## src/rtl/fmr_pkg.sv

```systemverilog
// Shared types and constants for the framed message receiver.
// Used by every file of the block but fmr_if; depends on nothing.
package fmr_pkg;

  localparam logic [7:0] HdrFirst  = 8'h06;
  localparam logic [7:0] HdrSecond = 8'h85;
  localparam logic [7:0] AckSecond = 8'h86;

  localparam logic [15:0] MaxLenReset = 16'd1024;

  // Phase codes of the frame parser.
  localparam int unsigned PhaseW = 3;
  localparam logic [PhaseW-1:0] PhHunt1   = 3'd0;
  localparam logic [PhaseW-1:0] PhHunt2   = 3'd1;
  localparam logic [PhaseW-1:0] PhCode    = 3'd2;
  localparam logic [PhaseW-1:0] PhLenLo   = 3'd3;
  localparam logic [PhaseW-1:0] PhLenHi   = 3'd4;
  localparam logic [PhaseW-1:0] PhPayload = 3'd5;
  localparam logic [PhaseW-1:0] PhCsLo    = 3'd6;
  localparam logic [PhaseW-1:0] PhCsHi    = 3'd7;

  // Result queue between the parser and the output stage.
  localparam int unsigned FifoDepth = 4;
  localparam int unsigned PtrW      = $clog2(FifoDepth);
  localparam int unsigned CntW      = $clog2(FifoDepth + 1);

  typedef enum logic [1:0] {
    KindPayload = 2'd0,
    KindAccept  = 2'd1,
    KindCsumErr = 2'd2,
    KindTooLong = 2'd3
  } kind_e;

  typedef struct packed {
    kind_e       kind;
    logic [7:0]  code;
    logic [7:0]  data;
    logic [15:0] index;
  } res_t;

  typedef struct packed {
    logic push;
    res_t item;
  } push_t;

endpackage

```

## src/rtl/fmr_if.sv

```systemverilog
// Valid/ready channel interfaces of the framed message receiver.
// Depends on nothing but the port widths given by the frame format.
interface fmr_rx_if;
  logic       valid;
  logic       ready;
  logic [7:0] rx_byte;

  modport source (output valid, output rx_byte, input ready);
  modport sink (input valid, input rx_byte, output ready);
endinterface

interface fmr_res_if;
  logic        valid;
  logic        ready;
  logic [1:0]  result_kind;
  logic [7:0]  message_code;
  logic [7:0]  payload_byte;
  logic [15:0] payload_index;

  modport source (output valid, output result_kind, output message_code,
                  output payload_byte, output payload_index, input ready);
  modport sink (input valid, input result_kind, input message_code,
                input payload_byte, input payload_index, output ready);
endinterface

```

## src/rtl/fmr_front.sv

```systemverilog
// Frame parser: accepts received bytes, runs the phase machine and pushes
// results into the queue. Depends on fmr_pkg and fmr_rx_if.
module fmr_front (
  input  logic                clk_i,
  input  logic                rst_ni,
  input  logic [15:0]         max_len_i,
  input  logic                full_i,
  fmr_rx_if.sink              rx_i,
  output fmr_pkg::push_t      push_o
);

  logic [fmr_pkg::PhaseW-1:0] phase_q, phase_d;
  logic [7:0]  code_q, code_d;
  logic [15:0] len_q, len_d;
  logic [15:0] seen_q, seen_d;
  logic [7:0]  xor_q, xor_d;
  logic [7:0]  cslo_q, cslo_d;
  logic        accept;
  logic [7:0]  b;
  logic [15:0] full_len;

  assign rx_i.ready = !full_i;
  assign accept     = rx_i.valid && rx_i.ready;
  assign b          = rx_i.rx_byte;
  assign full_len   = {b, len_q[7:0]};

  always_comb begin
    phase_d = phase_q;
    code_d  = code_q;
    len_d   = len_q;
    seen_d  = seen_q;
    xor_d   = xor_q;
    cslo_d  = cslo_q;
    push_o.push       = 1'b0;
    push_o.item.kind  = fmr_pkg::KindPayload;
    push_o.item.code  = code_q;
    push_o.item.data  = 8'h00;
    push_o.item.index = len_q;
    if (accept) begin
      unique case (phase_q)
        fmr_pkg::PhHunt1: begin
          if (b == fmr_pkg::HdrFirst) phase_d = fmr_pkg::PhHunt2;
        end
        fmr_pkg::PhHunt2: begin
          phase_d = (b == fmr_pkg::HdrSecond) ? fmr_pkg::PhCode : fmr_pkg::PhHunt1;
        end
        fmr_pkg::PhCode: begin
          code_d  = b;
          phase_d = fmr_pkg::PhLenLo;
        end
        fmr_pkg::PhLenLo: begin
          len_d   = {8'h00, b};
          phase_d = fmr_pkg::PhLenHi;
        end
        fmr_pkg::PhLenHi: begin
          len_d  = full_len;
          seen_d = '0;
          xor_d  = '0;
          push_o.item.index = full_len;
          if (full_len == 16'd0) begin
            phase_d          = fmr_pkg::PhHunt1;
            push_o.push      = 1'b1;
            push_o.item.kind = fmr_pkg::KindAccept;
          end else if (full_len > max_len_i) begin
            phase_d          = fmr_pkg::PhHunt1;
            push_o.push      = 1'b1;
            push_o.item.kind = fmr_pkg::KindTooLong;
          end else begin
            phase_d = fmr_pkg::PhPayload;
          end
        end
        fmr_pkg::PhPayload: begin
          xor_d  = xor_q ^ b;
          seen_d = seen_q + 16'd1;
          if (seen_d == len_q) phase_d = fmr_pkg::PhCsLo;
          push_o.push       = 1'b1;
          push_o.item.kind  = fmr_pkg::KindPayload;
          push_o.item.data  = b;
          push_o.item.index = seen_q;
        end
        fmr_pkg::PhCsLo: begin
          cslo_d  = b;
          phase_d = fmr_pkg::PhCsHi;
        end
        fmr_pkg::PhCsHi: begin
          phase_d     = fmr_pkg::PhHunt1;
          push_o.push = 1'b1;
          push_o.item.kind = ((b == 8'h00) && (cslo_q == xor_q)) ?
                             fmr_pkg::KindAccept : fmr_pkg::KindCsumErr;
        end
      endcase
    end
  end

  always_ff @(posedge clk_i or negedge rst_ni) begin
    if (!rst_ni) begin
      phase_q <= fmr_pkg::PhHunt1;
      code_q  <= '0;
      len_q   <= '0;
      seen_q  <= '0;
      xor_q   <= '0;
      cslo_q  <= '0;
    end else begin
      phase_q <= phase_d;
      code_q  <= code_d;
      len_q   <= len_d;
      seen_q  <= seen_d;
      xor_q   <= xor_d;
      cslo_q  <= cslo_d;
    end
  end

endmodule

```

## src/rtl/fmr_queue.sv

```systemverilog
// Short result queue that decouples the parser from the output stage.
// Depends on fmr_pkg.
module fmr_queue (
  input  logic           clk_i,
  input  logic           rst_ni,
  input  fmr_pkg::push_t push_i,
  output logic           full_o,
  input  logic           pop_i,
  output logic           empty_o,
  output fmr_pkg::res_t  head_o
);

  fmr_pkg::res_t mem_q [fmr_pkg::FifoDepth];
  logic [fmr_pkg::PtrW-1:0] wr_ptr_q, wr_ptr_d;
  logic [fmr_pkg::PtrW-1:0] rd_ptr_q, rd_ptr_d;
  logic [fmr_pkg::CntW-1:0] count_q, count_d;

  assign full_o  = (count_q == fmr_pkg::CntW'(fmr_pkg::FifoDepth));
  assign empty_o = (count_q == '0);
  assign head_o  = mem_q[rd_ptr_q];

  always_comb begin
    wr_ptr_d = wr_ptr_q;
    rd_ptr_d = rd_ptr_q;
    count_d  = count_q;
    if (push_i.push) begin
      wr_ptr_d = wr_ptr_q + 1'b1;
    end
    if (pop_i) begin
      rd_ptr_d = rd_ptr_q + 1'b1;
    end
    if (push_i.push && !pop_i) begin
      count_d = count_q + 1'b1;
    end else if (pop_i && !push_i.push) begin
      count_d = count_q - 1'b1;
    end
  end

  always_ff @(posedge clk_i) begin
    if (push_i.push) begin
      mem_q[wr_ptr_q] <= push_i.item;
    end
  end

  always_ff @(posedge clk_i or negedge rst_ni) begin
    if (!rst_ni) begin
      wr_ptr_q <= '0;
      rd_ptr_q <= '0;
      count_q  <= '0;
    end else begin
      wr_ptr_q <= wr_ptr_d;
      rd_ptr_q <= rd_ptr_d;
      count_q  <= count_d;
    end
  end

  // The parser must never push into a full queue, nor the output stage pop an empty one.
  assert property (@(posedge clk_i) disable iff (!rst_ni) push_i.push |-> !full_o)
    else $error("fmr_queue: push while full");
  assert property (@(posedge clk_i) disable iff (!rst_ni) pop_i |-> !empty_o)
    else $error("fmr_queue: pop while empty");
  assert property (@(posedge clk_i) disable iff (!rst_ni)
                   count_q <= fmr_pkg::CntW'(fmr_pkg::FifoDepth))
    else $error("fmr_queue: count above depth");
  // The count and the pointers must agree whenever the queue is not full.
  assert property (@(posedge clk_i) disable iff (!rst_ni)
                   !full_o |-> (fmr_pkg::PtrW'(count_q) == fmr_pkg::PtrW'(wr_ptr_q - rd_ptr_q)))
    else $error("fmr_queue: pointers disagree with count");

endmodule

```

## src/rtl/fmr_back.sv

```systemverilog
// Output stage: pops results from the queue into a register that holds
// each transaction until the receiver takes it. Depends on fmr_pkg, fmr_res_if.
module fmr_back (
  input  logic          clk_i,
  input  logic          rst_ni,
  input  logic          empty_i,
  input  fmr_pkg::res_t head_i,
  output logic          pop_o,
  fmr_res_if.source     res_o
);

  fmr_pkg::res_t out_q;
  logic          valid_q, valid_d;

  assign pop_o   = !empty_i && (!valid_q || res_o.ready);
  assign valid_d = pop_o || (valid_q && !res_o.ready);

  always_ff @(posedge clk_i) begin
    if (pop_o) begin
      out_q <= head_i;
    end
  end

  always_ff @(posedge clk_i or negedge rst_ni) begin
    if (!rst_ni) begin
      valid_q <= 1'b0;
    end else begin
      valid_q <= valid_d;
    end
  end

  assign res_o.valid         = valid_q;
  assign res_o.result_kind   = out_q.kind;
  assign res_o.message_code  = out_q.code;
  assign res_o.payload_byte  = out_q.data;
  assign res_o.payload_index = out_q.index;

endmodule

```

## src/rtl/framed_message_receiver.sv

```systemverilog
// Framed message receiver, top level: parser, result queue and output stage.
// Depends on fmr_pkg, fmr_if, fmr_front, fmr_queue and fmr_back.
//
// rx_i carries one received byte per transaction. The block hunts for the
// header 0x06 0x85, takes a message code and a little-endian length, passes
// each payload byte out as a result and closes the frame with an accepted,
// checksum error or length too large result; header and checksum bytes give
// no result. The host answers an accepted frame with the ACK 0x06 0x86.
// res_o carries the results in order. A byte is taken every cycle while the
// queue is not full; its result is registered in the queue, then in the output
// register that drives res_o, and held there until the receiver is ready.
// A four-entry queue plus the output register absorb stalls of the receiver;
// rx_i.ready drops only when the queue is full. cfg_we_i writes the largest
// accepted payload length (1024 after reset); write it while idle.
// Reset puts the parser in header hunt and empties the queue and output.
module framed_message_receiver (
  input  logic        clk_i,
  input  logic        rst_ni,
  input  logic        cfg_we_i,
  input  logic [15:0] cfg_wdata_i,
  fmr_rx_if.sink      rx_i,
  fmr_res_if.source   res_o
);

  logic [15:0]    max_len_q;
  fmr_pkg::push_t push;
  fmr_pkg::res_t  head;
  logic           full;
  logic           empty;
  logic           pop;

  always_ff @(posedge clk_i or negedge rst_ni) begin
    if (!rst_ni) begin
      max_len_q <= fmr_pkg::MaxLenReset;
    end else if (cfg_we_i) begin
      max_len_q <= cfg_wdata_i;
    end
  end

  fmr_front u_front (
    .clk_i     (clk_i),
    .rst_ni    (rst_ni),
    .max_len_i (max_len_q),
    .full_i    (full),
    .rx_i      (rx_i),
    .push_o    (push)
  );

  fmr_queue u_queue (
    .clk_i   (clk_i),
    .rst_ni  (rst_ni),
    .push_i  (push),
    .full_o  (full),
    .pop_i   (pop),
    .empty_o (empty),
    .head_o  (head)
  );

  fmr_back u_back (
    .clk_i   (clk_i),
    .rst_ni  (rst_ni),
    .empty_i (empty),
    .head_i  (head),
    .pop_o   (pop),
    .res_o   (res_o)
  );

endmodule
```

## src/flat_wrapper.sv

```systemverilog
// flat-port wrapper written by rule: the top's interface ports become plain ports
module framed_message_receiver_flat 
  (clk_i, rst_ni, cfg_we_i, cfg_wdata_i, rx_i_valid, rx_i_rx_byte, rx_i_ready, res_o_valid, res_o_result_kind, res_o_message_code, res_o_payload_byte, res_o_payload_index, res_o_ready);
  fmr_rx_if rx_i_i ();
  fmr_res_if res_o_i ();
  input  logic clk_i;
  input  logic rst_ni;
  input  logic cfg_we_i;
  input  logic [15:0] cfg_wdata_i;
  input wire logic [$bits(rx_i_i.valid)-1:0] rx_i_valid;
  input wire logic [$bits(rx_i_i.rx_byte)-1:0] rx_i_rx_byte;
  output wire logic [$bits(rx_i_i.ready)-1:0] rx_i_ready;
  output wire logic [$bits(res_o_i.valid)-1:0] res_o_valid;
  output wire logic [$bits(res_o_i.result_kind)-1:0] res_o_result_kind;
  output wire logic [$bits(res_o_i.message_code)-1:0] res_o_message_code;
  output wire logic [$bits(res_o_i.payload_byte)-1:0] res_o_payload_byte;
  output wire logic [$bits(res_o_i.payload_index)-1:0] res_o_payload_index;
  input wire logic [$bits(res_o_i.ready)-1:0] res_o_ready;
  assign rx_i_i.valid = rx_i_valid;
  assign rx_i_i.rx_byte = rx_i_rx_byte;
  assign rx_i_ready = rx_i_i.ready;
  assign res_o_valid = res_o_i.valid;
  assign res_o_result_kind = res_o_i.result_kind;
  assign res_o_message_code = res_o_i.message_code;
  assign res_o_payload_byte = res_o_i.payload_byte;
  assign res_o_payload_index = res_o_i.payload_index;
  assign res_o_i.ready = res_o_ready;
  framed_message_receiver u_core (.clk_i(clk_i), .rst_ni(rst_ni), .cfg_we_i(cfg_we_i), .cfg_wdata_i(cfg_wdata_i), .rx_i(rx_i_i), .res_o(res_o_i));
endmodule
```

## config.mk

```make
export PLATFORM = sky130hd
export DESIGN_NAME = framed_message_receiver_flat
export DESIGN_NICKNAME = d
export VERILOG_FILES = /design/src/rtl/fmr_pkg.sv /design/src/rtl/fmr_if.sv /design/src/rtl/fmr_front.sv /design/src/rtl/fmr_queue.sv /design/src/rtl/fmr_back.sv /design/src/rtl/framed_message_receiver.sv /design/src/flat_wrapper.sv
export SDC_FILE = /design/constraint.sdc
export NUM_CORES = 1
export LEC_CHECK = 0
export ABC_AREA = 0
export ABC_CLOCK_PERIOD_IN_PS = 4000
export BUFFER_PORTS_ARGS = -buffer_cell sky130_fd_sc_hd__buf_2
export CAP_MARGIN = 15
export CELL_PAD_IN_SITES_DETAIL_PLACEMENT = 0
export CELL_PAD_IN_SITES_GLOBAL_PLACEMENT = 2
export CORE_ASPECT_RATIO = 0.8
export CORE_MARGIN = 2
export CORE_UTILIZATION = 44
export DETAILED_ROUTE_END_ITERATION = 8
export PLACE_DENSITY_LB_ADDON = 0.1
export SLEW_MARGIN = 20
export SYNTH_ARGS = -nofsm -noshare
export SYNTH_HDL_FRONTEND = slang
export SYNTH_SLANG_ARGS = --single-unit
```

## constraint.sdc

```tcl
create_clock -name clk_i -period 4 [get_ports clk_i]
set_input_delay 0.4 -clock clk_i [delete_from_list [all_inputs] [get_ports clk_i]]
set_output_delay 0.4 -clock clk_i [all_outputs]
set_load 0.1 [all_outputs]
```

==> results.cfg <==
[run_status]
status = complete, no violations

[synth]
ys_types = 62
synth.avg_cell_area_um2 = 14.2
async_flop_share_pct = 32.8
synth_seq_cells = 253
yosysTopAreaCell = edfxtp_1
ys.flop_type = edfxtp_1
syn_area_um2 = 11000
synth_seq_area_share_pct = 65.1
synth_edf_count = 170
yosys-top-cells-area = edfxtp_1 46%, dfrtp_1 19%, mux4_2 6.9%
synth_cells = 774
ys_warn_count = 0
syn-num-nets = 826
synth_top_area_share_pct = 46.3

[route]
first_pass_iters = 6
route.detailed.drc = 0
dr.first_iter.drc_count = 668
wl_um = 25100
vias = 6533
wire_per_inst_um = 21.5
final_antenna_net_count = 0
vias_per_cell = 5.60

[timing]
period_minus_slack_ps = 3360
fin_setup_tns_ps = 0
setup_viol = 0
fin_hold_ws_ps = 81.1
drv_slew = 0
tightest_slew_ps = 1060
slew_headroom_pct = 29.3
rsz0062_at_grt = false
hold_viol = 0
skew_ps = 11.2
fmaxAchievable_mhz = 298
min_period_over_period_pct = 84.0

[place]
portBuffers = 64
place_inst = 1118
dpl.hpwl_um = 16500
dpl-instance-area_um2 = 11700
gp_congestion = 0.899

[cts]
cts_tree = done
clock_latency_ps = 530
clock_sinks = 253
ctsHtreeMaxLevel = 1
cts-buffers-inserted = 26
cts.root.buffer_cell = clkbuf_16
cts_resized = 0
path_clk_slew_ps = 60
cts_buffer_depth = 3

[layout]
layout_commonest_cell = edfxtp_1
nets = 881
drive_gt1_share_pct = 23.2
final_area_um2 = 12500
most-common-layout-cells = 170 x edfxtp_1, 80 x dfrtp_1, 73 x nand2_1
diodes = 0
area_growth_pct = 13.6
stdcell_count = 1167

[floorplanning]
core_um2 = 24500
start_util_pct = 45.0
fp.dieH_um = 146
die_x_um = 181
dieArea_um2 = 26400
row_count = 51
boundaryPins = 65

[global_route]
grt_pass1_vias = 6693
grt_pass1_wl_um = 39700
grt_max_degree = 60
antenna_found_initial = 0
grt_overflow_total = 0
grtUsageTotal_pct = 19.5

[worst_setup_path]
startpoint_type = flip-flop
crit_chain = inv_1, ha_1, nand4_1, nor4_1, nor3_1, o31a_1, o31ai_1, a21oi_1, ha_1, inv_1, fa_1, mux2_2
max_stage_delay_ps = 510
r2r_slack_ps = 640
crit_type = reg2reg
critPathTopFamily = adder cells
critPathSlowestCell = dfstp_2
crit_path_max_fanout = 7
critPathBufInv = 2
arrival_ps = 3760
cp_data_required_time_ps = 4400
critPathCaptureType = flip-flop

[run]
drv_cap = 0

[power_and_ir_drop]
ir_worst_vdd_mv = 0.374
p_total_uw = 6520
power_density_nw_per_um2 = 520
leakagePower_uw = 0.00487

[hold_path]
hold_class = in2reg
[cells by family after synthesis]
family / Yosys count / synth area share [%]
adder cells (fa/ha/maj): 23 / 2.68
XOR/XNOR: 33 / 2.62
AO/OA/AOI/OAI: 128 / 7.44
multiplexers: 68 / 10.3
AND/OR/NAND/NOR: 181 / 8.31
buffers and inverters: 88 / 3.49
flip-flops: 253 / 65.1
[layer usage]
layer,track usage (%),routed length [um],vias to the layer above
met5,0,0,-
met4,4.76,527,0
met3,2.60,1130,40
met2,30.6,11400,167
met1,29.1,12000,3300
li1,-,-,3026
[area by class of cell]
type	count	area (um2)
Clock inverter	16	145
Multi-Input combinational cell	433	3520
Tap cell	318	398
Timing Repair Buffer	79	438
Inverter	36	135
Fill cell	2110	12000
Sequential cell	253	7190
Clock buffer	32	704
[Yosys cell counts (2+ instances only)]
cell type and count:
clkbuf_1 39, buf_6 4, nor3_1 10, o211ai_1 3, and4_1 2, o31a_1 2, nand3_2 2, ha_1 22
clkbuf_2 2, nor4_1 9, buf_1 2, o21ai_0 56, nand2_1 73, xor2_1 20, dfrtp_1 82, nand3_1 14
nand4_1 7, mux2i_1 8, a21oi_1 20, mux2_2 26, a22o_1 10, a222oi_1 8, a21o_1 3, and3_1 13
nor2_1 24, o31ai_1 5, a211o_1 3, xnor2_1 13, o311ai_0 3, a31oi_1 5, inv_1 36, or4_1 5
nor2b_1 5, buf_4 3, edfxtp_1 170, and2_1 4, or3_1 3, mux4_2 34
[repair_timing]
action | in CTS | in global routing
setup buffers | 0 | 0
endpoints found under the hold margin | 23 | 0
hold buffers | 1 | 0
[where the power goes]
part           total [uW]  switching, uW  internal (uW)
Sequential           3100            194           2900
Combinational        1010            735            278
Clock                2400           1020           1390
Total                6520           1950           4570
[worst register-to-register path, delay by kind of cell, from the launching register on]
family | cells | cell delay (ps)
muxes | 1 | 270
and+or+nand+nor | 3 | 550
AOI/OAI and AO/OA | 3 | 840
buffers and inverters | 2 | 120
DFF | 1 | 510
adders and majority gates | 3 | 950
[path summary, 6_finish.rpt]
path                                           startpoint                   endpoint  cells after the start
worst min-delay path                          res_o_ready  u_core.u_back.res_o.valid                      2
worst min register to register  u_core.u_queue.count_q[2]  u_core.u_queue.count_q[2]                      1
max in group asynchronous                          rst_ni       u_core.max_len_q[10]                      3
worst max register to register       u_core.max_len_q[10]  u_core.u_queue.count_q[1]                     12
min in group asynchronous                          rst_ni   u_core.u_front.seen_q[3]                      2
worst max-delay path                 u_core.max_len_q[10]  u_core.u_queue.count_q[1]                     12
[through the flow]
step,worst slack [ps],util (%)
floorplan,40.8,-
global placement,630,47.6
detailed placement,539,47.6
CTS,680,51.1
global route,339,51.1
finish,639,51.1
[registers in the layout, indices dropped and copies added, names as in the netlist, 3 cells and up]
name,flops
u_core.u_back.res_o.payload_index,16
u_core.u_front.phase_q,3
u_core.max_len_q,16
u_core.u_queue.count_q,3
u_core.u_front.len_q,16
u_core.u_front.seen_q,16
u_core.u_back.res_o.payload_byte,8
u_core.u_queue.mem_q,136
u_core.u_front.xor_q,8
u_core.u_front.code_q,8
u_core.u_back.res_o.message_code,8
u_core.u_front.cslo_q,8
Note: power is estimated with default switching activity, not from simulation.
